## src/rtl/b64d_pkg.sv

```systemverilog
// shared types, constants and character lookup for the base64 stream decoder
`timescale 1ns / 1ps

package b64d_pkg;

    localparam int BYTE_W      = 8;
    localparam int SEXTET_W    = 6;
    localparam int ACC_W       = 18;
    localparam int GROUP_W     = 24;
    localparam int CNT_W       = 2;
    localparam int QUEUE_DEPTH = 4;
    localparam int QUEUE_AW    = 2;
    localparam int QUEUE_CW    = QUEUE_AW + 1;

    localparam logic [7:0] PAD_CHAR = 8'h3D;

    // group positions: characters already held in the current group
    localparam logic [1:0] POS_EMPTY = 2'd0;
    localparam logic [1:0] POS_ONE   = 2'd1;
    localparam logic [1:0] POS_TWO   = 2'd2;
    localparam logic [1:0] POS_THREE = 2'd3;

    // byte slots within a decoded group
    localparam logic [1:0] SLOT_HI  = 2'd0;
    localparam logic [1:0] SLOT_MID = 2'd1;
    localparam logic [1:0] SLOT_LO  = 2'd2;

    typedef logic [SEXTET_W-1:0] sextet_t;

    // one decoded group handed from front to back
    typedef struct packed {
        logic [GROUP_W-1:0] word;   // bytes from the high end
        logic [CNT_W-1:0]   cnt;    // number of bytes, 1 to 3
        logic               last;   // final byte of the group closes the string
        logic               err;    // lone trailing character
    } grp_t;

    // map a character to its sextet, both alphabets plus '.' as 62 and ',' as 63, anything else is zero
    function automatic sextet_t sextet_of(input logic [7:0] c);
        sextet_t s;
        s = '0;
        if (c >= 8'h41 && c <= 8'h5A) begin
            s = SEXTET_W'(c - 8'h41);
        end
        else if (c >= 8'h61 && c <= 8'h7A) begin
            s = SEXTET_W'(c - 8'h61 + 8'd26);
        end
        else if (c >= 8'h30 && c <= 8'h39) begin
            s = SEXTET_W'(c - 8'h30 + 8'd52);
        end
        else if (c == 8'h2B || c == 8'h2D || c == 8'h2E) begin
            s = SEXTET_W'(62);
        end
        else if (c == 8'h2F || c == 8'h2C || c == 8'h5F) begin
            s = SEXTET_W'(63);
        end
        return s;
    endfunction

endpackage

```

## src/rtl/b64d_front.sv

```systemverilog
// front end: character lookup, sextet packing and group classification
`timescale 1ns / 1ps

module b64d_front
(
    input  logic             clk,
    input  logic             rst_n,
    input  logic             char_valid,
    output logic             char_ready,
    input  logic [7:0]       char_code,
    input  logic             is_final,
    output logic             grp_valid,
    input  logic             grp_ready,
    output b64d_pkg::grp_t   grp
);

    logic [1:0]                   pos_reg;
    logic [1:0]                   pos_next;
    logic [b64d_pkg::ACC_W-1:0]   acc_reg;
    logic [b64d_pkg::ACC_W-1:0]   acc_next;
    logic                         third_pad_reg;
    logic                         third_pad_next;

    b64d_pkg::sextet_t            sx;
    logic                         is_pad;
    logic                         accept;
    logic                         closes;

    // lookup
    assign sx     = b64d_pkg::sextet_of(char_code);
    assign is_pad = (char_code == b64d_pkg::PAD_CHAR);

    // a beat is taken only while the queue has room
    assign char_ready = grp_ready;
    assign accept     = char_valid && char_ready;
    assign closes     = is_final || (pos_reg == b64d_pkg::POS_THREE);
    assign grp_valid  = accept && closes;

    // classify the group that this beat closes
    always_comb
    begin
        grp.last = is_final;
        grp.err  = 1'b0;
        grp.word = {acc_reg, sx};
        grp.cnt  = 2'd3;
        if (is_final) begin
            unique case (pos_reg)
                b64d_pkg::POS_EMPTY:
                begin
                    grp.word = {sx, 2'b00, 16'h0000};
                    grp.cnt  = 2'd1;
                    grp.err  = 1'b1;
                end
                b64d_pkg::POS_ONE:
                begin
                    grp.word = {acc_reg[5:0], sx, 12'h000};
                    grp.cnt  = 2'd1;
                end
                b64d_pkg::POS_TWO:
                begin
                    grp.word = {acc_reg[11:0], sx, 6'h00};
                    grp.cnt  = is_pad ? 2'd1 : 2'd2;
                end
                b64d_pkg::POS_THREE:
                begin
                    if (is_pad) begin
                        grp.word = {acc_reg, 6'h00};
                        grp.cnt  = third_pad_reg ? 2'd1 : 2'd2;
                    end
                    else begin
                        grp.word = {acc_reg, sx};
                        grp.cnt  = 2'd3;
                    end
                end
                default:
                begin
                    grp.word = {acc_reg, sx};
                    grp.cnt  = 2'd3;
                end
            endcase
        end
    end

    // packing state
    always_comb
    begin
        pos_next       = pos_reg;
        acc_next       = acc_reg;
        third_pad_next = third_pad_reg;
        if (accept) begin
            if (closes) begin
                pos_next       = b64d_pkg::POS_EMPTY;
                acc_next       = '0;
                third_pad_next = 1'b0;
            end
            else begin
                pos_next = pos_reg + 2'd1;
                acc_next = {acc_reg[b64d_pkg::ACC_W-b64d_pkg::SEXTET_W-1:0], sx};
                if (pos_reg == b64d_pkg::POS_TWO) begin
                    third_pad_next = is_pad;
                end
            end
        end
    end

    always_ff @(posedge clk or negedge rst_n)
    begin
        if (!rst_n) begin
            pos_reg       <= b64d_pkg::POS_EMPTY;
            acc_reg       <= '0;
            third_pad_reg <= 1'b0;
        end
        else begin
            pos_reg       <= pos_next;
            acc_reg       <= acc_next;
            third_pad_reg <= third_pad_next;
        end
    end

endmodule

```

## src/rtl/b64d_queue.sv

```systemverilog
// short group queue between front and back
`timescale 1ns / 1ps

module b64d_queue
(
    input  logic             clk,
    input  logic             rst_n,
    input  logic             push_valid,
    output logic             push_ready,
    input  b64d_pkg::grp_t   push_grp,
    output logic             pop_valid,
    input  logic             pop,
    output b64d_pkg::grp_t   pop_grp
);

    b64d_pkg::grp_t                  mem_reg [b64d_pkg::QUEUE_DEPTH];
    logic [b64d_pkg::QUEUE_AW-1:0]   wr_ptr_reg;
    logic [b64d_pkg::QUEUE_AW-1:0]   wr_ptr_next;
    logic [b64d_pkg::QUEUE_AW-1:0]   rd_ptr_reg;
    logic [b64d_pkg::QUEUE_AW-1:0]   rd_ptr_next;
    logic [b64d_pkg::QUEUE_CW-1:0]   count_reg;
    logic [b64d_pkg::QUEUE_CW-1:0]   count_next;
    logic                            do_push;
    logic                            do_pop;

    assign push_ready = (count_reg != b64d_pkg::QUEUE_CW'(b64d_pkg::QUEUE_DEPTH));
    assign pop_valid  = (count_reg != '0);
    assign pop_grp    = mem_reg[rd_ptr_reg];
    assign do_push    = push_valid && push_ready;
    assign do_pop     = pop && pop_valid;

    // pointers and fill count
    always_comb
    begin
        wr_ptr_next = do_push ? wr_ptr_reg + 1'b1 : wr_ptr_reg;
        rd_ptr_next = do_pop  ? rd_ptr_reg + 1'b1 : rd_ptr_reg;
        count_next  = count_reg;
        if (do_push && !do_pop) begin
            count_next = count_reg + 1'b1;
        end
        else if (!do_push && do_pop) begin
            count_next = count_reg - 1'b1;
        end
    end

    always_ff @(posedge clk or negedge rst_n)
    begin
        if (!rst_n) begin
            wr_ptr_reg <= '0;
            rd_ptr_reg <= '0;
            count_reg  <= '0;
        end
        else begin
            wr_ptr_reg <= wr_ptr_next;
            rd_ptr_reg <= rd_ptr_next;
            count_reg  <= count_next;
        end
    end

    // entry storage
    always_ff @(posedge clk)
    begin
        if (do_push) begin
            mem_reg[wr_ptr_reg] <= push_grp;
        end
    end

endmodule

```

## src/rtl/b64d_back.sv

```systemverilog
// back end: splits each group into bytes behind an output register
`timescale 1ns / 1ps

module b64d_back
(
    input  logic             clk,
    input  logic             rst_n,
    input  logic             grp_valid,
    output logic             grp_pop,
    input  b64d_pkg::grp_t   grp,
    output logic             byte_valid,
    input  logic             byte_ready,
    output logic [7:0]       data_byte,
    output logic             last_byte,
    output logic             tail_error
);

    logic [1:0]   idx_reg;
    logic [1:0]   idx_next;
    logic         valid_reg;
    logic         valid_next;
    logic [7:0]   data_reg;
    logic [7:0]   data_next;
    logic         last_reg;
    logic         last_next;
    logic         err_reg;
    logic         err_next;
    logic         advance;
    logic         end_of_grp;
    logic [7:0]   sel_byte;

    assign advance    = grp_valid && (!valid_reg || byte_ready);
    assign end_of_grp = (idx_reg == grp.cnt - 2'd1);
    assign grp_pop    = advance && end_of_grp;

    // byte select within the group
    always_comb
    begin
        unique case (idx_reg)
            b64d_pkg::SLOT_HI:  sel_byte = grp.word[23:16];
            b64d_pkg::SLOT_MID: sel_byte = grp.word[15:8];
            b64d_pkg::SLOT_LO:  sel_byte = grp.word[7:0];
            default:            sel_byte = grp.word[7:0];
        endcase
    end

    // output register load and byte index
    always_comb
    begin
        idx_next   = idx_reg;
        valid_next = valid_reg && !byte_ready;
        data_next  = data_reg;
        last_next  = last_reg;
        err_next   = err_reg;
        if (advance) begin
            valid_next = 1'b1;
            data_next  = sel_byte;
            last_next  = grp.last && end_of_grp;
            err_next   = grp.err;
            idx_next   = end_of_grp ? b64d_pkg::SLOT_HI : idx_reg + 2'd1;
        end
    end

    always_ff @(posedge clk or negedge rst_n)
    begin
        if (!rst_n) begin
            idx_reg   <= b64d_pkg::SLOT_HI;
            valid_reg <= 1'b0;
        end
        else begin
            idx_reg   <= idx_next;
            valid_reg <= valid_next;
        end
    end

    always_ff @(posedge clk)
    begin
        data_reg <= data_next;
        last_reg <= last_next;
        err_reg  <= err_next;
    end

    assign byte_valid = valid_reg;
    assign data_byte  = data_reg;
    assign last_byte  = last_reg;
    assign tail_error = err_reg;

endmodule

```

## src/rtl/base64_stream_decoder.sv

```systemverilog
// Base64 stream decoder: one character per beat in, one decoded byte per beat out.
// A closing character's group is written into the queue, then its first byte is loaded into the output register.
// Throughput: one character per cycle while the queue has room; the back end sends one byte per cycle unless stalled.
// A four-entry group queue lets the front keep taking characters while output stalls.
// Reset (rst_n low, asynchronous) clears the packing state, the queue and the output valid.
`timescale 1ns / 1ps

module base64_stream_decoder
(
    input  logic         clk,
    input  logic         rst_n,
    input  logic         char_valid,
    output logic         char_ready,
    input  logic [7:0]   char_code,
    input  logic         is_final,
    output logic         byte_valid,
    input  logic         byte_ready,
    output logic [7:0]   data_byte,
    output logic         last_byte,
    output logic         tail_error
);

    logic             push_valid;
    logic             push_ready;
    b64d_pkg::grp_t   push_grp;
    logic             head_valid;
    logic             head_pop;
    b64d_pkg::grp_t   head_grp;

    // front end
    b64d_front u_front
    (
        .clk        (clk),
        .rst_n      (rst_n),
        .char_valid (char_valid),
        .char_ready (char_ready),
        .char_code  (char_code),
        .is_final   (is_final),
        .grp_valid  (push_valid),
        .grp_ready  (push_ready),
        .grp        (push_grp)
    );

    // group queue
    b64d_queue u_queue
    (
        .clk        (clk),
        .rst_n      (rst_n),
        .push_valid (push_valid),
        .push_ready (push_ready),
        .push_grp   (push_grp),
        .pop_valid  (head_valid),
        .pop        (head_pop),
        .pop_grp    (head_grp)
    );

    // back end
    b64d_back u_back
    (
        .clk        (clk),
        .rst_n      (rst_n),
        .grp_valid  (head_valid),
        .grp_pop    (head_pop),
        .grp        (head_grp),
        .byte_valid (byte_valid),
        .byte_ready (byte_ready),
        .data_byte  (data_byte),
        .last_byte  (last_byte),
        .tail_error (tail_error)
    );

endmodule

```

## config.mk

```make
export PLATFORM = sky130hd
export DESIGN_NAME = base64_stream_decoder
export DESIGN_NICKNAME = d
export VERILOG_FILES = /design/src/rtl/b64d_pkg.sv /design/src/rtl/b64d_front.sv /design/src/rtl/b64d_queue.sv /design/src/rtl/b64d_back.sv /design/src/rtl/base64_stream_decoder.sv
export SDC_FILE = /design/constraint.sdc
export NUM_CORES = 1
export LEC_CHECK = 0
export ABC_AREA = 0
export BUFFER_PORTS_ARGS = -buffer_cell sky130_fd_sc_hd__buf_2
export CAP_MARGIN = 25
export CORE_ASPECT_RATIO = 1.2
export CORE_MARGIN = 3
export CORE_UTILIZATION = 45
export CTS_CLUSTER_SIZE = 8
export DETAILED_ROUTE_END_ITERATION = 10
export GPL_TIMING_DRIVEN = 0
export SYNTH_ARGS = -nofsm -noshare
export SYNTH_HDL_FRONTEND = slang
export SYNTH_SLANG_ARGS = --single-unit
```

## constraint.sdc

```tcl
create_clock -name clk -period 7.5 [get_ports clk]
set_clock_uncertainty 0.15 [all_clocks]
set_input_delay 0.75 -clock clk [delete_from_list [all_inputs] [get_ports clk]]
set_output_delay 0.75 -clock clk [all_outputs]
set_load 0.01 [all_outputs]
```

==> summary.md, run 1 <==
| Metric | Value |
|---|---|
| Largest net degree at the start of global routing | `32` |
| Io pins | `25` |
| CTS sink count | `153` |
| Clock buffer depth | `2` |
| Synthesis-to-layout area growth | `12.6%` |
| Die width | `120 um` |
| Die Y | `143 um` |
| Outcome | `complete, no violations` |
| RSZ-0062 raised after global routing | `false` |
| Starting DRC count in detailed routing | `380` |
| Crit. End Element | `flip-flop` |
| Post-CTS Setup Bufs | `0` |
| TritonCTS clock tree | `built` |
| Worst hold margin | `0.283 ns` |
| Clock root cell | `clkbuf_16` |
| Syn avg cell area | `about 14 um2` |
| Crit path DAT | `3.37 ns` |
| Part of the cycle the worst path needs | `approximately 42%` |
| Worst-Skew Late Latency | `0.42 ns` |
| Min Tclk post-route | `3.17 ns` |
| Final Hold Fails | `0` |
| Core area | `0.0152 mm2` |
| Fillers | `between 1k and 1.5k` |
| Final Power | `2.82 mW` |
| VDD IR max | `approximately 150 uV` |
| Largest register FFs | `112` |
| Final setup TNS | `0 ns` |
| GPL Wtd Cong | `0.895` |
| NumNets Final | `roughly 570` |
| Yosys warns | `0` |
| Startpoint types | `flip-flop` |
| Initial antenna violation count | `0` |
| Power Dens Cells | `354 mW/mm2` |
| Clock transition at path regs | `0.06 ns` |
| Worst rel slew slack | `44.7%` |
| Max-Cap Viols | `0` |
| LEAKAGE | `approximately 2.9 nW` |
| Antenna cells | `0` |
| DRT Wirelength | `15900 um` |
| Rows | `49` |
| DRC | `0` |
| Yosys reg bits | `153` |
| Vias per cell | `5.88` |
| Post-route ant nets | `0` |
| Crit Path Category | `flip-flop to flip-flop` |
| Hold buffers post-CTS | `0` |
| Hold Crit Class | `input pin to async pin` |
| CTS H-tree lvls | `4` |
| Synthesized instance count | `494` |
| DP HPWL | `10800 um` |
| Drt wl/cell | `21.1 um` |
| GRT overflow | `0` |
| Vias in the first global route | `4479` |
| CP Max Fanout | `5` |
| Seq/Total Area, Yosys | `62.8%` |
| Syn nets | `530` |
| Num CTS Buffers | `17` |
| Max Freq | `around 320 MHz` |
| Starting density of the core | `a little under half` |
| Least-Margin Pin Slew | `roughly 0.83 ns` |
| Vias post-DR | `4425` |
| Async SR Flop Fraction | `roughly a fifth` |
| Most common cell after layout, fill and taps aside | `edfxtp_1` |
| Number of I/O port buffers | `23` |
| Mapped Area | `0.00707 mm2` |
| Total die area | `0.0172 mm2` |
| Share of layout cells above drive strength 1 | `18.6%` |
| Number of flops mapped to enable cells by yosys | `about 120` |
| Netlist cell types | `64` |
| Initial DRT Pass Iterations | `5` |
| Final setup violation count | `0` |
| Max-slew violation count | `0` |
| Primary FF master, synth | `edfxtp_1` |
| Commonest non-fill, non-tap cells in the layout | `122 x edfxtp_1, 41 x o21ai_0, 35 x nand2_1` |
| Total Routing Usage GR | `19.9%` |
| First-pass GRT wire length | `25400 um` |
| Post-cts resize count | `0` |
| WP data required | `7.70 ns` |
kinds of logic (layout without fill, tap and decap cells):
group                      count (synthesis)  count (layout)  synth area share [%]
buffers and inverters                     50             105                  2.94
and+or+nand+nor                          106             106                  7.51
AOI/OAI and AO/OA                        119             119                  11.5
DFF                                      153             153                  62.8
xor gates and xnor gates                  11              11                  1.47
adders and majority gates                 23              23                  4.18
muxes                                     32              32                  9.56
synthesized netlist by cell type (all sizes together), types with 14 or more instances:
cell type	instances	share of area (%)
dfrtp	31	11
a22oi	14	1.6
mux4	28	8.9
ha	22	3.9
inv	27	1.4
nand2	36	1.9
nor2	20	1.1
edfxtp	122	52
o21ai	43	3.0
a22o	14	1.7
nand3	14	0.99
a21oi	14	0.99
final cells by class:
type	instances	area [um2]	share of cell area, %
clock inverters	5	25.0	0.315
clock buffers	26	469	5.90
multi-input cells	291	2430	30.5
repair buffers	24	130	1.64
plain buffers	23	106	1.34
inverters	27	101	1.27
well taps	204	255	3.21
flip-flops and latches	153	4440	55.8
power breakdown:
group	total, mW	switching (mW)	internal, mW
logic	0.905	0.537	0.368
clock network	0.729	0.303	0.426
registers	1.18	0.0660	1.12
total	2.82	0.906	1.91
critical path, cell delays in order, from the launching register on:
cell	delay (ns)
dfrtp_1	0.41
mux4_2	0.55
xnor2_2	0.19
nor2_1	0.08
a22oi_2	0.40
nand2b_2	0.24
ha_1	0.20
inv_1	0.07
fa_1	0.38
xor2_1	0.15
nor2_1	0.12
xor2_1	0.15
through the flow:
stage / utilization (%) / std cells / cell area [um2] / worst slack (ns)
final: 52.3 / 753 / 7950 / 4.33
after global routing: 52.3 / 753 / 7950 / 4.10
after CTS: 52.3 / 753 / 7950 / 4.23
after detailed placement: 49.1 / 722 / 7460 / 4.02
after global placement: 48.9 / 721 / 7440 / 3.74
after floorplan: - / 494 / 7070 / 4.58
worst paths after layout:
path | start | to | slack (ns) | cells after the start
max in group asynchronous | rst_n | u_queue.count_reg[0] | 6.40 | 1
min in group clk | u_queue.count_reg[2] | u_queue.count_reg[2] | 0.35 | 1
max reg2reg | u_queue.rd_ptr_reg[0] | u_queue.count_reg[2] | 4.33 | 11
max | u_queue.rd_ptr_reg[0] | u_queue.count_reg[2] | 4.33 | 11
min reg2reg | u_queue.count_reg[2] | u_queue.count_reg[2] | 0.35 | 1
min | rst_n | u_back.byte_valid | 0.28 | 1
per-layer routing:
| layer | vias up | part of all wire (%) | track usage (%) |
|---|---|---|---|
| met1 | 2244 | 42 | 25.9 |
| met5 | - | 0 | 0 |
| met2 | 161 | 50 | 32.6 |
| li1 | 1989 | - | - |
| met3 | 31 | 4.8 | 4.28 |
| met4 | 0 | 3.0 | 8.53 |
Note: power is estimated with default switching activity, not from simulation.
==> run 2: changes to the inputs <==
Clock period 7.5 ns to 3.2 ns, I/O delays scaled along.
==> summary.md, run 2 (synthesized netlist as in run 1, its figures left out) <==
| Metric | Value |
|---|---|
| Startpoint types | `flip-flop` |
| RSZ-0062 raised after global routing | `false` |
| Largest net degree at the start of global routing | `32` |
| Share of layout cells above drive strength 1 | `18.8%` |
| Die width | `120 um` |
| Max Freq | `339 MHz` |
| Io pins | `25` |
| Commonest non-fill, non-tap cells in the layout | `122 x edfxtp_1, 41 x o21ai_0, 35 x nand2_1` |
| Most common cell after layout, fill and taps aside | `edfxtp_1` |
| Max-Cap Viols | `0` |
| Final core occ | `52.5%` |
| Min Tclk post-route | `slightly below 3 ns` |
| Internal | `between 4 and 5 mW` |
| Initial antenna violation count | `0` |
| Die Y | `143 um` |
| Worst hold margin | `0.128 ns` |
| Starting DRC count in detailed routing | `slightly above 300` |
| Hold Crit Class | `input pin to flip-flop` |
| Antenna cells | `0` |
| VDD IR max | `357 uV` |
| Drt wl/cell | `21.1 um` |
| DRT Wirelength | `16000 um` |
| Number of I/O port buffers | `23` |
| Vias post-DR | `between 4k and 5k` |
| Sw Pwr | `2.13 mW` |
| Total die area | `0.0172 mm2` |
| Rows | `49` |
| CTS H-tree lvls | `4` |
| Worst rel slew slack | `between 40 and 50%` |
| DRC | `0` |
| Seq pwr share | `41.9%` |
| Total Routing Usage GR | `19.9%` |
| Vias per cell | `5.80` |
| Crit. End Element | `flip-flop` |
| Crit Path Category | `flip-flop to flip-flop` |
| Final setup TNS | `0 ns` |
| LEAKAGE | `2.89 nW` |
| CP Max Fanout | `3` |
| Busiest grt layer | `met2` |
| DP HPWL | `10800 um` |
| Initial DRT Pass Iterations | `5` |
| Met3 Use GR | `between 4 and 5%` |
| Met1 Track Usage GR | `26.0%` |
| NumNets Final | `576` |
| Core area | `0.0152 mm2` |
| GRT overflow | `0` |
| Final Hold Fails | `0` |
| Power Dens Cells | `between 800 and 900 mW/mm2` |
| Starting density of the core | `between 40% and 50%` |
| Crit path DAT | `3.14 ns` |
| Clock transition at path regs | `0.06 ns` |
| Num CTS Buffers | `17` |
| Synthesis-to-layout area growth | `13.0%` |
| Clock buffer depth | `2` |
| Least-Margin Pin Slew | `0.842 ns` |
| GPL Wtd Cong | `a little under 0.9` |
| CTS sink count | `153` |
| Clock share of power | `25.7%` |
| WP data required | `3.40 ns` |
| Final Power | `roughly 6.6 mW` |
| Part of the cycle the worst path needs | `between 90 and 100%` |
| Post-route ant nets | `0` |
| Share of power burned in combinational logic | `between 30% and 40%` |
| Vias in the first global route | `4487` |
| GR Util met2 | `32.6%` |
| TritonCTS clock tree | `built` |
| Final setup violation count | `0` |
| Clock root cell | `clkbuf_16` |
| Switching Share | `approximately a third` |
| First-pass GRT wire length | `25400 um` |
| Outcome | `complete, no violations` |
| Flop2flop setup slack | `0.25 ns` |
| Worst-Skew Late Latency | `roughly 0.42 ns` |
| Largest register FFs | `112` |
| Max-slew violation count | `0` |
run 2: critical path, stage by stage (launching register included):
cell	delay, ns
dfrtp_1	0.41
mux4_2	0.55
xnor2_2	0.19
nor2_1	0.08
a22oi_2	0.22
nand2b_2	0.20
ha_1	0.20
inv_1	0.07
fa_1	0.38
xor2_1	0.15
nor2_1	0.12
xor2_1	0.15
run 2: per-stage QoR:
step	setup WS (ns)	instances	cell area, um2
after floorplan	0.440	494	7070
after global placement	-0.191	721	7440
after detailed placement	-0.0430	722	7460
after CTS	0.241	756	7980
after global routing	0.108	756	7980
final	0.253	756	7980
run 2: final timing paths:
check,to,cells past startpoint,start
worst max-delay path,u_queue.count_reg[2],11,u_queue.rd_ptr_reg[0]
worst min-delay path,u_front.third_pad_reg,4,char_valid
worst max register to register,u_queue.count_reg[2],11,u_queue.rd_ptr_reg[0]
worst min register to register,u_queue.count_reg[2],1,u_queue.count_reg[2]
max in group asynchronous,u_queue.count_reg[0],2,rst_n
min in group asynchronous,u_back.byte_valid,2,rst_n
run 2: repair_timing:
item / CTS / global route
hold endpoints to repair: 32 / 0
gates resized for setup: 0 / 1
pin swaps: 1 / 0
cloned: 0 / 0
endpoints found under the setup margin: 1 / 1
buffers inserted: 1 / 0
hold buffers: 2 / 0
run 2: power groups by stage:
stage	Sequential [mW]	Combinational, mW	Clock, mW
after floorplan	2.82	1.45	0
after global placement	2.80	2.10	0
after detailed placement	2.81	2.15	0
after CTS	2.78	2.17	1.73
after global routing	2.81	2.37	1.83
final	2.78	2.15	1.71
run 2: area by class of cell:
| cell class | instances | area (um2) |
|---|---|---|
| Tap cell | 204 | 255 |
| Sequential cell | 153 | 4440 |
| Clock inverter | 5 | 25.0 |
| Inverter | 27 | 101 |
| Fill cell | 1346 | 7220 |
| Clock buffer | 26 | 469 |
| Multi-Input combinational cell | 291 | 2430 |
| Buffer | 23 | 106 |
| Timing Repair Buffer | 27 | 158 |
run 2: metal layers:
layer	share of wire [%]	up-vias	wire, um
li1	-	1996	-
met4	3.2	0	517
met3	4.7	33	755
met5	0	-	0
met1	42	2231	6710
met2	50	125	8000
==> run 3: changes to the inputs <==
Settings changed: CORE_UTILIZATION 45 to 30.
==> summary.md, run 3 (synthesized netlist as in run 1, its figures left out) <==
| Metric | Value |
|---|---|
| Outcome | `complete, no violations` |
| Total die area | `0.0254 mm2` |
| Antenna cells | `0` |
| Drt wl/cell | `18.4 um` |
| Crit path buf inv count | `1` |
| Startpoint types | `flip-flop` |
| Initial DRT Pass Iterations | `5` |
| Largest net degree at the start of global routing | `32` |
| Starting DRC count in detailed routing | `453` |
| Rows | `60` |
| Worst rel slew slack | `between 40% and 50%` |
| Clock root cell | `clkbuf_16` |
| Min Tclk post-route | `3.02 ns` |
| Power Dens Cells | `approximately 850 mW/mm2` |
| Fillers | `2179` |
| Die width | `between 100 and 150 um` |
| Switching Share | `30.5%` |
| Clock buffer depth | `2` |
| Total Routing Usage GR | `12.7%` |
| Crit. End Element | `flip-flop` |
| GPL Wtd Cong | `0.903` |
| First-pass GRT wire length | `around 25000 um` |
| Worst-Skew Late Latency | `0.41 ns` |
| Synthesis-to-layout area growth | `17.0%` |
| FF+latch area | `0.00444 mm2` |
| TritonCTS clock tree | `built` |
| CP Max Fanout | `5` |
| WP data required | `approximately 3.4 ns` |
| Final setup TNS | `0 ns` |
| Commonest non-fill, non-tap cells in the layout | `122 x edfxtp_1, 41 x o21ai_0, 35 x nand2_1` |
| Placed instance count | `828` |
| Number of I/O port buffers | `23` |
| Initial antenna violation count | `0` |
| VDD IR max | `between 300 and 400 uV` |
| Io pins | `25` |
| Final Hold Fails | `0` |
| Crit-path leading delay family | `adder cells` |
| LEAKAGE | `around 3.0 nW` |
| Final Non-Filler Cells | `862` |
| Max-slew violation count | `0` |
| Vias in the first global route | `4445` |
| Core area | `0.0228 mm2` |
| Most common cell after layout, fill and taps aside | `edfxtp_1` |
| Hold Crit Class | `input pin to flip-flop` |
| Share of layout cells above drive strength 1 | `19.9%` |
| Seq pwr share | `39.4%` |
| Slowest cell on crit path | `mux4_2` |
| Starting density of the core | `a little under a third` |
| Share of power burned in combinational logic | `30.2%` |
| CP max stage delay | `0.56 ns` |
| Clock share of power | `30.5%` |
| CTS sink count | `153` |
| Worst-path cell chain | `mux4_2 > xnor2_2 > nor2_1 > a22oi_2 > nand2b_4 > ha_1 > inv_1 > fa_1 > xor2_1 > nor2_1 > xor2_1` |
| Clock transition at path regs | `0.06 ns` |
| NumNets Final | `between 500 and 600` |
| Max Freq | `331 MHz` |
| Crit Path Category | `flip-flop to flip-flop` |
| DP HPWL | `11000 um` |
| Internal | `4.90 mW` |
| DRC | `0` |
| Num CTS Buffers | `17` |
| Sw Pwr | `between 2 and 2.5 mW` |
| Final setup violation count | `0` |
| Crit path DAT | `3.21 ns` |
| CTS H-tree lvls | `4` |
| Vias post-DR | `roughly 4.4k` |
| Die Y | `174 um` |
| Max-Cap Viols | `0` |
| Multi-input logic area | `0.00243 mm2` |
| DRT Wirelength | `15900 um` |
| GRT overflow | `0` |
| Post-route ant nets | `0` |
| Post-CTS Setup Bufs | `0` |
| RSZ-0062 raised after global routing | `false` |
| Least-Margin Pin Slew | `about 0.80 ns` |
| Largest register FFs | `112` |
| Part of the cycle the worst path needs | `between 90 and 100%` |
| Vias per cell | `5.07` |
-- run 3: path summary, 6_finish.rpt --
path,startpoint,endpoint,slack [ns],cells past startpoint
min in group asynchronous,rst_n,u_front.acc_reg[2],0.40,2
min,is_final,u_queue.mem_reg[0][1],0.14,1
max reg2reg,u_queue.rd_ptr_reg[0],u_queue.count_reg[2],0.18,11
min reg2reg,u_front.acc_reg[14],u_front.acc_reg[14],0.35,2
max,u_queue.rd_ptr_reg[0],u_queue.count_reg[2],0.18,11
max in group asynchronous,rst_n,u_front.acc_reg[15],2.00,2
-- run 3: per-stage QoR --
| stage | hold WS [ns] | cell area, um2 | total power, mW | util [%] | setup slack [ns] |
|---|---|---|---|---|---|
| floorplan | -0.126 | 7070 | 4.27 | - | 0.440 |
| global placement | 0.260 | 7570 | 4.87 | 33.2 | -0.453 |
| finish | 0.143 | 8270 | 7.06 | 36.2 | 0.176 |
| global route | 0.114 | 8270 | 7.44 | 36.2 | 0.0166 |
| detailed placement | 0.280 | 7590 | 4.96 | 33.3 | 0.0867 |
| CTS | 0.114 | 8260 | 7.12 | 36.2 | 0.0833 |
-- run 3: worst register-to-register path, cell delays in order, from the launching register on --
cell	delay [ns]
dfrtp_1	0.42
mux4_2	0.56
xnor2_2	0.17
nor2_1	0.08
a22oi_2	0.29
nand2b_4	0.24
ha_1	0.20
inv_1	0.06
fa_1	0.38
xor2_1	0.15
nor2_1	0.11
xor2_1	0.15
-- run 3: metal layers --
metal  share of wire [%]  wire length (um)  GRT usage (%)
met5                   0                 0              0
met3                 5.1               806           2.69
met2                  50              8000           21.5
met4                 1.7               273           4.24
met1                  43              6820           16.3
-- run 3: area by class of cell --
cell class,instances,share of cell area (%)
flip-flops and latches,153,53.7
multi-input cells,291,29.5
clock buffers,20,5.40
well taps,310,4.69
clock inverters,12,2.41
repair buffers,26,1.82
plain buffers,23,1.29
inverters,27,1.23
-- run 3: power groups by stage --
| stage | Sequential [mW] | Combinational [mW] | Clock [mW] |
|---|---|---|---|
| global route | 2.81 | 2.34 | 2.28 |
| floorplan | 2.82 | 1.45 | 0 |
| finish | 2.78 | 2.13 | 2.15 |
| global placement | 2.80 | 2.07 | 0 |
| CTS | 2.78 | 2.15 | 2.19 |
| detailed placement | 2.82 | 2.15 | 0 |
-- run 3: timing repair --
item | 4_1_cts | 5_1_grt
hold buffers | 2 | 0
resized for setup | 0 | 2
setup endpoints to repair | 0 | 1
endpoints found under the hold margin | 32 | 0
